==> config.mk <==
export PLATFORM = sky130hd
export DESIGN_NAME = yuyv_to_bgr_pixel_converter
export DESIGN_NICKNAME = d
export VERILOG_FILES = /design/src/rtl/core/y2b_pkg.sv /design/src/rtl/core/y2b_pixel_convert.sv /design/src/rtl/core/y2b_frame_counter.sv /design/src/rtl/core/yuyv_to_bgr_pixel_converter.sv
export SDC_FILE = /design/constraint.sdc
export NUM_CORES = 1
export LEC_CHECK = 0
export ABC_CLOCK_PERIOD_IN_PS = 15300
export BUFFER_PORTS_ARGS = -buffer_cell sky130_fd_sc_hd__buf_2
export CAP_MARGIN = 10
export CORE_MARGIN = 2
export CORE_UTILIZATION = 30
export DETAILED_ROUTE_END_ITERATION = 7
export SYNTH_ARGS = -nofsm -noshare
export SYNTH_HDL_FRONTEND = slang
export SYNTH_HIERARCHICAL = 1
export SYNTH_SLANG_ARGS = --single-unit
==> constraint.sdc <==
create_clock -name clk -period 15.3 [get_ports clk]
set_input_delay 3.06 -clock clk [delete_from_list [all_inputs] [get_ports clk]]
set_output_delay 3.06 -clock clk [all_outputs]
set_load 0.03 [all_outputs]
==> src/rtl/core/y2b_pkg.sv <==
// Shared types, constants and helpers for the YUYV to BGR converter.
// Has no dependencies; every other file in rtl/core refers to it by scoped names.
package y2b_pkg;

  // Upper bound on line width and frame height.
  localparam int MAX_DIMENSION = 4096;

  // Configuration register file.
  localparam int CFG_INDEX_W = 1;
  localparam int CFG_DATA_W  = 13;
  localparam logic [CFG_INDEX_W-1:0] REG_FRAME_WIDTH  = 1'd0;
  localparam logic [CFG_INDEX_W-1:0] REG_FRAME_HEIGHT = 1'd1;
  localparam logic [CFG_DATA_W-1:0]  FRAME_WIDTH_RESET  = 13'd1920;
  localparam logic [CFG_DATA_W-1:0]  FRAME_HEIGHT_RESET = 13'd1080;

  // Integer BT.601 studio-range coefficients, in the width of the channel sum.
  localparam int SUM_W = 20;
  localparam logic signed [SUM_W-1:0] COEF_Y       = 20'sd298;
  localparam logic signed [SUM_W-1:0] COEF_R_V     = 20'sd409;
  localparam logic signed [SUM_W-1:0] COEF_G_U     = 20'sd100;
  localparam logic signed [SUM_W-1:0] COEF_G_V     = 20'sd208;
  localparam logic signed [SUM_W-1:0] COEF_B_U     = 20'sd516;
  localparam logic signed [SUM_W-1:0] CHROMA_OFFSET = 20'sd128;
  localparam logic signed [SUM_W-1:0] LUMA_OFFSET   = 20'sd16;
  localparam logic signed [SUM_W-1:0] ROUND_HALF    = 20'sd128;
  localparam logic signed [SUM_W-9:0] CHANNEL_MAX   = 12'sd255;

  typedef struct packed {
    logic [7:0] luma_first;
    logic [7:0] chroma_blue;
    logic [7:0] luma_second;
    logic [7:0] chroma_red;
  } yuyv_t;

  typedef struct packed {
    logic [7:0] blue_first;
    logic [7:0] green_first;
    logic [7:0] red_first;
    logic [7:0] blue_second;
    logic [7:0] green_second;
    logic [7:0] red_second;
    logic       second_valid;
    logic       line_end;
    logic       frame_end;
  } bgr_t;

  typedef struct packed {
    logic second_valid;
    logic line_end;
    logic frame_end;
  } pos_flags_t;

  typedef struct packed {
    logic [7:0] blue;
    logic [7:0] green;
    logic [7:0] red;
  } bgr_pixel_t;

  // Floor shift by 8 followed by a clamp to 0..255. Dropping the low eight bits of a
  // two's complement sum is the floor shift.
  function automatic logic [7:0] clamp_channel(input logic signed [SUM_W-1:0] sum);
    logic signed [SUM_W-9:0] q;
    logic [7:0] res;
    q = sum[SUM_W-1:8];
    if (q < 0) begin
      res = 8'd0;
    end else if (q > CHANNEL_MAX) begin
      res = 8'd255;
    end else begin
      res = q[7:0];
    end
    return res;
  endfunction

endpackage

==> src/rtl/core/y2b_pixel_convert.sv <==
// Converts one luma sample and the shared chroma pair to a clamped BGR pixel.
// Depends on y2b_pkg for coefficients and the clamp helper.
module y2b_pixel_convert (
  input  logic [7:0]              luma,
  input  logic [7:0]              chroma_blue,
  input  logic [7:0]              chroma_red,
  output y2b_pkg::bgr_pixel_t     pixel
);

  logic signed [y2b_pkg::SUM_W-1:0] c;
  logic signed [y2b_pkg::SUM_W-1:0] d;
  logic signed [y2b_pkg::SUM_W-1:0] e;
  logic signed [y2b_pkg::SUM_W-1:0] luma_term;
  logic signed [y2b_pkg::SUM_W-1:0] sum_blue;
  logic signed [y2b_pkg::SUM_W-1:0] sum_green;
  logic signed [y2b_pkg::SUM_W-1:0] sum_red;

  always_comb begin
    c = $signed({12'd0, luma}) - y2b_pkg::LUMA_OFFSET;
    d = $signed({12'd0, chroma_blue}) - y2b_pkg::CHROMA_OFFSET;
    e = $signed({12'd0, chroma_red}) - y2b_pkg::CHROMA_OFFSET;
    luma_term = c * y2b_pkg::COEF_Y + y2b_pkg::ROUND_HALF;
    sum_blue  = luma_term + d * y2b_pkg::COEF_B_U;
    sum_green = luma_term - d * y2b_pkg::COEF_G_U - e * y2b_pkg::COEF_G_V;
    sum_red   = luma_term + e * y2b_pkg::COEF_R_V;
    pixel.blue  = y2b_pkg::clamp_channel(sum_blue);
    pixel.green = y2b_pkg::clamp_channel(sum_green);
    pixel.red   = y2b_pkg::clamp_channel(sum_red);
  end

endmodule

==> src/rtl/core/y2b_frame_counter.sv <==
// Column and row counters that walk the frame and derive the position flags.
// Depends on y2b_pkg for the flag struct and register width.
module y2b_frame_counter #(
  parameter int MaxDimension = y2b_pkg::MAX_DIMENSION
) (
  input  logic                              clk,
  input  logic                              rst,
  input  logic                              advance,
  input  logic [y2b_pkg::CFG_DATA_W-1:0]    frame_width,
  input  logic [y2b_pkg::CFG_DATA_W-1:0]    frame_height,
  output y2b_pkg::pos_flags_t               flags
);

  localparam int CW   = (MaxDimension > 2) ? $clog2(MaxDimension) : 1;
  localparam int DIMW = $clog2(MaxDimension + 1);
  localparam int LW   = (DIMW > y2b_pkg::CFG_DATA_W) ? DIMW : y2b_pkg::CFG_DATA_W;
  localparam int XW   = LW + 1;

  logic [CW-1:0] column_position;
  logic [CW-1:0] row_position;
  logic [CW-1:0] column_position_next;
  logic [CW-1:0] row_position_next;
  logic [LW-1:0] width_raw;
  logic [LW-1:0] height_raw;
  logic [LW-1:0] width_lim;
  logic [LW-1:0] height_lim;
  logic [XW-1:0] col_ext;
  logic [XW-1:0] row_ext;

  // Zero is taken as one and anything above the maximum saturates.
  always_comb begin
    width_raw  = LW'(frame_width);
    height_raw = LW'(frame_height);
    if (width_raw == '0) begin
      width_lim = LW'(1);
    end else if (width_raw > LW'(MaxDimension)) begin
      width_lim = LW'(MaxDimension);
    end else begin
      width_lim = width_raw;
    end
    if (height_raw == '0) begin
      height_lim = LW'(1);
    end else if (height_raw > LW'(MaxDimension)) begin
      height_lim = LW'(MaxDimension);
    end else begin
      height_lim = height_raw;
    end
  end

  always_comb begin
    col_ext = XW'(column_position);
    row_ext = XW'(row_position);
    flags.second_valid = (col_ext + XW'(1)) < XW'(width_lim);
    flags.line_end     = (col_ext + XW'(2)) >= XW'(width_lim);
    flags.frame_end    = flags.line_end && ((row_ext + XW'(1)) >= XW'(height_lim));
  end

  always_comb begin
    column_position_next = column_position;
    row_position_next    = row_position;
    if (flags.line_end) begin
      column_position_next = '0;
      row_position_next    = flags.frame_end ? '0 : CW'(row_ext + XW'(1));
    end else begin
      column_position_next = CW'(col_ext + XW'(2));
    end
  end

  always_ff @(posedge clk) begin
    if (rst) begin
      column_position <= '0;
      row_position    <= '0;
    end else if (advance) begin
      column_position <= column_position_next;
      row_position    <= row_position_next;
    end
  end

endmodule

==> src/rtl/core/yuyv_to_bgr_pixel_converter.sv <==
// YUYV macropixel to BGR pixel pair converter, integer BT.601 studio range.
// An accepted request waits in the input register, then moves to the output register.
// Throughput: one macropixel per cycle if bgr_stall is low; both registers sustain it.
// Reset (rst, synchronous) clears both valid stages and the frame counters, and loads
// a frame width of 1920 and a frame height of 1080.
// Depends on y2b_pkg, y2b_frame_counter and y2b_pixel_convert.
module yuyv_to_bgr_pixel_converter #(
  parameter int MaxDimension = y2b_pkg::MAX_DIMENSION
) (
  input  logic                              clk,
  input  logic                              rst,
  // Macropixel request channel.
  input  logic                              yuyv_valid,
  output logic                              yuyv_stall,
  input  y2b_pkg::yuyv_t                    yuyv,
  // BGR pixel pair channel.
  output logic                              bgr_valid,
  input  logic                              bgr_stall,
  output y2b_pkg::bgr_t                     bgr,
  // Configuration write channel.
  input  logic                              cfg_valid,
  output logic                              cfg_ready,
  input  logic [y2b_pkg::CFG_INDEX_W-1:0]   cfg_index,
  input  logic [y2b_pkg::CFG_DATA_W-1:0]    cfg_data
);

  logic [y2b_pkg::CFG_DATA_W-1:0] frame_width;
  logic [y2b_pkg::CFG_DATA_W-1:0] frame_height;

  logic                  in_load;
  logic                  out_load;
  logic                  s1_valid;
  y2b_pkg::yuyv_t        s1_pix;
  y2b_pkg::pos_flags_t   s1_flags;
  y2b_pkg::pos_flags_t   pos_flags;
  y2b_pkg::bgr_pixel_t   pixel_first;
  y2b_pkg::bgr_pixel_t   pixel_second;

  // Configuration writes are always taken; the register file is two entries.
  assign cfg_ready = 1'b1;

  always_ff @(posedge clk) begin
    if (rst) begin
      frame_width  <= y2b_pkg::FRAME_WIDTH_RESET;
      frame_height <= y2b_pkg::FRAME_HEIGHT_RESET;
    end else if (cfg_valid && cfg_ready) begin
      case (cfg_index)
        y2b_pkg::REG_FRAME_WIDTH: begin
          frame_width <= cfg_data;
        end
        y2b_pkg::REG_FRAME_HEIGHT: begin
          frame_height <= cfg_data;
        end
        default: begin
        end
      endcase
    end
  end

  // The output register loads whenever it is empty or its result is being taken,
  // and the input register loads whenever it is empty or moves on to the output.
  // So one request can enter while a finished result still waits downstream.
  assign out_load   = s1_valid && (!bgr_valid || !bgr_stall);
  assign yuyv_stall = s1_valid && !out_load;
  assign in_load    = yuyv_valid && !yuyv_stall;

  // The position flags belong to the counter value at acceptance, and the
  // counters step once per accepted request.
  y2b_frame_counter #(
    .MaxDimension(MaxDimension)
  ) u_frame_counter (
    .clk          (clk),
    .rst          (rst),
    .advance      (in_load),
    .frame_width  (frame_width),
    .frame_height (frame_height),
    .flags        (pos_flags)
  );

  always_ff @(posedge clk) begin
    if (rst) begin
      s1_valid <= 1'b0;
    end else if (in_load) begin
      s1_valid <= 1'b1;
    end else if (out_load) begin
      s1_valid <= 1'b0;
    end
  end

  always_ff @(posedge clk) begin
    if (in_load) begin
      s1_pix   <= yuyv;
      s1_flags <= pos_flags;
    end
  end

  // Both pixels share the chroma pair; the second pixel is converted even when
  // it lies past the end of the line.
  y2b_pixel_convert u_convert_first (
    .luma        (s1_pix.luma_first),
    .chroma_blue (s1_pix.chroma_blue),
    .chroma_red  (s1_pix.chroma_red),
    .pixel       (pixel_first)
  );

  y2b_pixel_convert u_convert_second (
    .luma        (s1_pix.luma_second),
    .chroma_blue (s1_pix.chroma_blue),
    .chroma_red  (s1_pix.chroma_red),
    .pixel       (pixel_second)
  );

  always_ff @(posedge clk) begin
    if (rst) begin
      bgr_valid <= 1'b0;
    end else if (out_load) begin
      bgr_valid <= 1'b1;
    end else if (!bgr_stall) begin
      bgr_valid <= 1'b0;
    end
  end

  always_ff @(posedge clk) begin
    if (out_load) begin
      bgr.blue_first   <= pixel_first.blue;
      bgr.green_first  <= pixel_first.green;
      bgr.red_first    <= pixel_first.red;
      bgr.blue_second  <= pixel_second.blue;
      bgr.green_second <= pixel_second.green;
      bgr.red_second   <= pixel_second.red;
      bgr.second_valid <= s1_flags.second_valid;
      bgr.line_end     <= s1_flags.line_end;
      bgr.frame_end    <= s1_flags.frame_end;
    end
  end

endmodule
==> metrics.log <==
[metrics] die height: about 260 um
[metrics] Critical Path Source Type: register
[metrics] count of max-cap constraint violations: 0
[metrics] maximum fanout along the worst path: 13
[metrics] post-synthesis average cell area: between 9 and 10 um2
[metrics] Chip Width: approximately 260 um
[metrics] Boundary Pins: 105
[metrics] outcome: finished clean
[metrics] post-layout worst setup margin: around 6500 ps
[metrics] commonest non-fill, non-tap cells in the layout: sky130_fd_sc_hd__ha_1 (439), sky130_fd_sc_hd__inv_1 (379), sky130_fd_sc_hd__fa_1 (130)
[metrics] post-layout net count: 2886
[metrics] CP max stage cell: sky130_fd_sc_hd__nor3b_2
[metrics] ratio of final minimum period to clock period: between 50% and 60%
[metrics] area share of the largest cell type after synthesis: between 20% and 30%
[metrics] Final Instance Area: between 20000 and 25000 um2
[metrics] count of flip-flops with a built-in enable after synthesis: 86
[metrics] number of DRC markers after the initial detailed-route iteration: a little under 600
[metrics] post_cts resized: 0
[metrics] Layout Area Growth over Synthesis: 10.59%
[metrics] count of buffers added by post-CTS timing repair for setup: 0
[metrics] count of clock tree sinks: roughly 140
[metrics] Detailed Place HPWL: roughly 39000 um
[metrics] Worst Setup End Kind: register
[metrics] number of failing setup endpoints in the final timing report: 0
[metrics] most common cell after layout, fill and taps aside: sky130_fd_sc_hd__ha_1
[metrics] Top cell by count, worst path: sky130_fd_sc_hd__ha_1
[metrics] classification of the worst-slack hold path: register to register
[metrics] Async SR Flop Fraction: 0%
[metrics] post-route DRC violation count: 0
[metrics] Max Slew Vio Count: 0
[metrics] row count: 95
[metrics] dpl cell area: 21800 um2
[metrics] total gr overflow: 0
[metrics] number of instances in the synthesized netlist: between 2000 and 2500
[metrics] sequential-to-total area share from yosys stat: ~18%
[metrics] Slew Limit Headroom: a little over a third
[metrics] post-synthesis share of cell area spent on xor and xnor gates: between 7 and 8%
[metrics] number of H-tree levels: 4
[metrics] summed negative setup slack over all endpoints: 0 ps
[metrics] Clock Root Buffer: sky130_fd_sc_hd__clkbuf_16
[metrics] via count of the first global-routing pass: around 15000
[metrics] Warnings, synthesis: 6
[metrics] Setup Skew: between 15 and 20 ps
[metrics] synthesized-area fraction occupied by and/or/nand/nor cells: 11.43%
[metrics] final weighted congestion in routability-driven placement: about 0.82
[metrics] ANT nets after route: 0
[metrics] Syn Std Cell Area: approximately 20000 um2
[metrics] CTS Hold Buffers Added: 0
[metrics] largest net degree at the start of global routing: 41
[metrics] Floorplan Core Area: approximately 67000 um2
[metrics] post-DR vias/cell: roughly 4.7
[metrics] number of buffers added on ports: 103
[metrics] slew at the pin closest to its max-slew limit: 943.5 ps
[metrics] Post-Synthesis Net Count: 2791
[metrics] main combinational cell family by area after synthesis: adder cells
[metrics] starting density of the core: 30.25%
[metrics] number of endpoints with negative hold slack in the final report: 0
[metrics] multiplexer area fraction after synthesis: 1.006%
[metrics] Compound-Gate Fraction of Synth Area: between 10 and 15%
[metrics] CTS Buffer Depth: 2
[metrics] worst skew pair latency: 490 ps
[metrics] die area: about 70000 um2
[metrics] dominant cell type by area after synthesis: sky130_fd_sc_hd__ha_1
[metrics] RSZ-0062 raised after global routing: false
[metrics] critical path data required time: 15640 ps
[metrics] longest individual stage delay on the worst path: about 770 ps
[metrics] global-route wire length before repair: approximately 77000 um
[metrics] number of iterations in the first detailed-routing pass: 5
[metrics] proportion of layout cells with a drive suffix above 1: about 8%
[metrics] primary flip-flop cell chosen by synthesis mapping: sky130_fd_sc_hd__edfxtp_1
[metrics] cell count of the worst hold path: 0
[metrics] antenna violations before repair: 6
[metrics] sum of routed wire length over all layers: roughly 47000 um
[metrics] number of distinct library cells after synthesis: between 90 and 100
[metrics] Tot GR Track Use: 13.90%
[metrics] depth of the worst register-to-register path: 28
[metrics] fmax: between 100 and 150 MHz
[metrics] Setup CP Type: register to register
[metrics] synthesized-area fraction occupied by adder cells: between 30% and 40%
[metrics] Clock transition at path regs: 70 ps
[metrics] CTS tree: done
[metrics] #FFs+latches synth: 137
[metrics] routed vias: ~15000
[metrics] cells taking the most area after synthesis: sky130_fd_sc_hd__ha_1 (27%), sky130_fd_sc_hd__fa_1 (13%), sky130_fd_sc_hd__edfxtp_1 (13%), sky130_fd_sc_hd__inv_1 (7.0%), sky130_fd_sc_hd__dfxtp_1 (5.0%)
[metrics] Routed wire per std cell: 14.99 um
[metrics] data arrival time of the critical path: 9160 ps
[metrics] total clock buffers created by CTS: 17
[metrics] fin crit period: between 8000 and 9000 ps
[metrics] pre-CTS setup slack: between 6000 and 7000 ps
[final timing paths]
path                                       startpoint           endpoint  slack, ps
worst max register to register   s1_pix[12]$_DFFE_PP_  bgr[10]$_DFFE_PP_       6490
worst min-delay path            s1_flags[2]$_DFFE_PP_   bgr[2]$_DFFE_PP_        430
worst min register to register  s1_flags[2]$_DFFE_PP_   bgr[2]$_DFFE_PP_        430
worst max-delay path             s1_pix[12]$_DFFE_PP_  bgr[10]$_DFFE_PP_       6490
[cell families (layout without fill, tap and decap cells)]
logic type               count (synthesis)  count (layout)
XOR/XNOR                               171             171
flip-flops                             137             137
multiplexers                            20              20
other                                    2               3
buffers and inverters                  411             519
AO/OA/AOI/OAI                          426             426
AND/OR/NAND/NOR                        435             435
adder cells (fa/ha/maj)                569             569
[layout make-up]
type | count | area [um2]
clock inverters | 12 | 147.6
fillers | 6999 | 44610
multi-input cells | 1623 | 15130
repair buffers | 108 | 553.0
inverters | 379 | 1423
flip-flops and latches | 137 | 3603
diodes | 1 | 2.502
clock buffers | 20 | 479.2
well taps | 873 | 1092
[critical path: cells and delay by family, from the launching register on]
kind	cells	cell delay [ps]
buf+inv	5	360
compound gates	6	1910
flops	1	400
simple gates	6	1710
xor+xnor	1	400
fa+ha+maj	10	3880
[stage by stage]
step | util (%) | hold slack (ps) | std cells
2_1_floorplan | - | 400.3 | 2171
3_3_place_gp | 32.52 | 402.8 | 3120
3_5_place_dp | 32.52 | 418.0 | 3120
4_1_cts | 33.45 | 422.0 | 3152
5_1_grt | 33.45 | 441.7 | 3153
6_report | 33.45 | 427.2 | 3153
[state kept, by name, indices dropped and copies added (netlist names)]
signal,count
bgr,51
s1_pix,32
frame_height,13
frame_width,13
u_frame_counter/row_position,12
u_frame_counter/column_position,11
s1_flags,3
bgr_valid,1
s1_valid,1
[synthesized netlist by cell type (12+ instances only)]
master and number:
sky130_fd_sc_hd__nand2_1 85, sky130_fd_sc_hd__a21o_1 32, sky130_fd_sc_hd__a21oi_1 110, sky130_fd_sc_hd__and2_1 12, sky130_fd_sc_hd__edfxtp_1 86, sky130_fd_sc_hd__o21bai_1 15
sky130_fd_sc_hd__o211ai_1 15, sky130_fd_sc_hd__nor4_1 12, sky130_fd_sc_hd__and3_1 23, sky130_fd_sc_hd__nand2b_1 42, sky130_fd_sc_hd__fa_1 130, sky130_fd_sc_hd__nor2_1 86
sky130_fd_sc_hd__xor2_1 64, sky130_fd_sc_hd__o21ai_0 56, sky130_fd_sc_hd__a211oi_1 20, sky130_fd_sc_hd__nor3_1 40, sky130_fd_sc_hd__ha_1 439, sky130_fd_sc_hd__nor3b_1 12
sky130_fd_sc_hd__inv_1 379, sky130_fd_sc_hd__xnor2_1 102, sky130_fd_sc_hd__o21a_1 72, sky130_fd_sc_hd__nor2b_1 19, sky130_fd_sc_hd__mux2i_1 17, sky130_fd_sc_hd__nand3_1 37
sky130_fd_sc_hd__a31oi_1 16, sky130_fd_sc_hd__nand4_1 16, sky130_fd_sc_hd__clkbuf_1 21, sky130_fd_sc_hd__dfxtp_1 51
[routing by layer]
metal / vias to the layer above / share of wire [%] / track usage (%)
met5: - / 0.11 / 0
met4: 10 / 1.5 / 3.916
met3: 41 / 3.0 / 2.340
met2: 168 / 45 / 22.48
met1: 6834 / 50 / 19.02
li1: 7700 / - / -
Power is left out: the tool's default activity adds up to more than one toggle a clock period on the data nets, which glitch-free logic cannot reach.
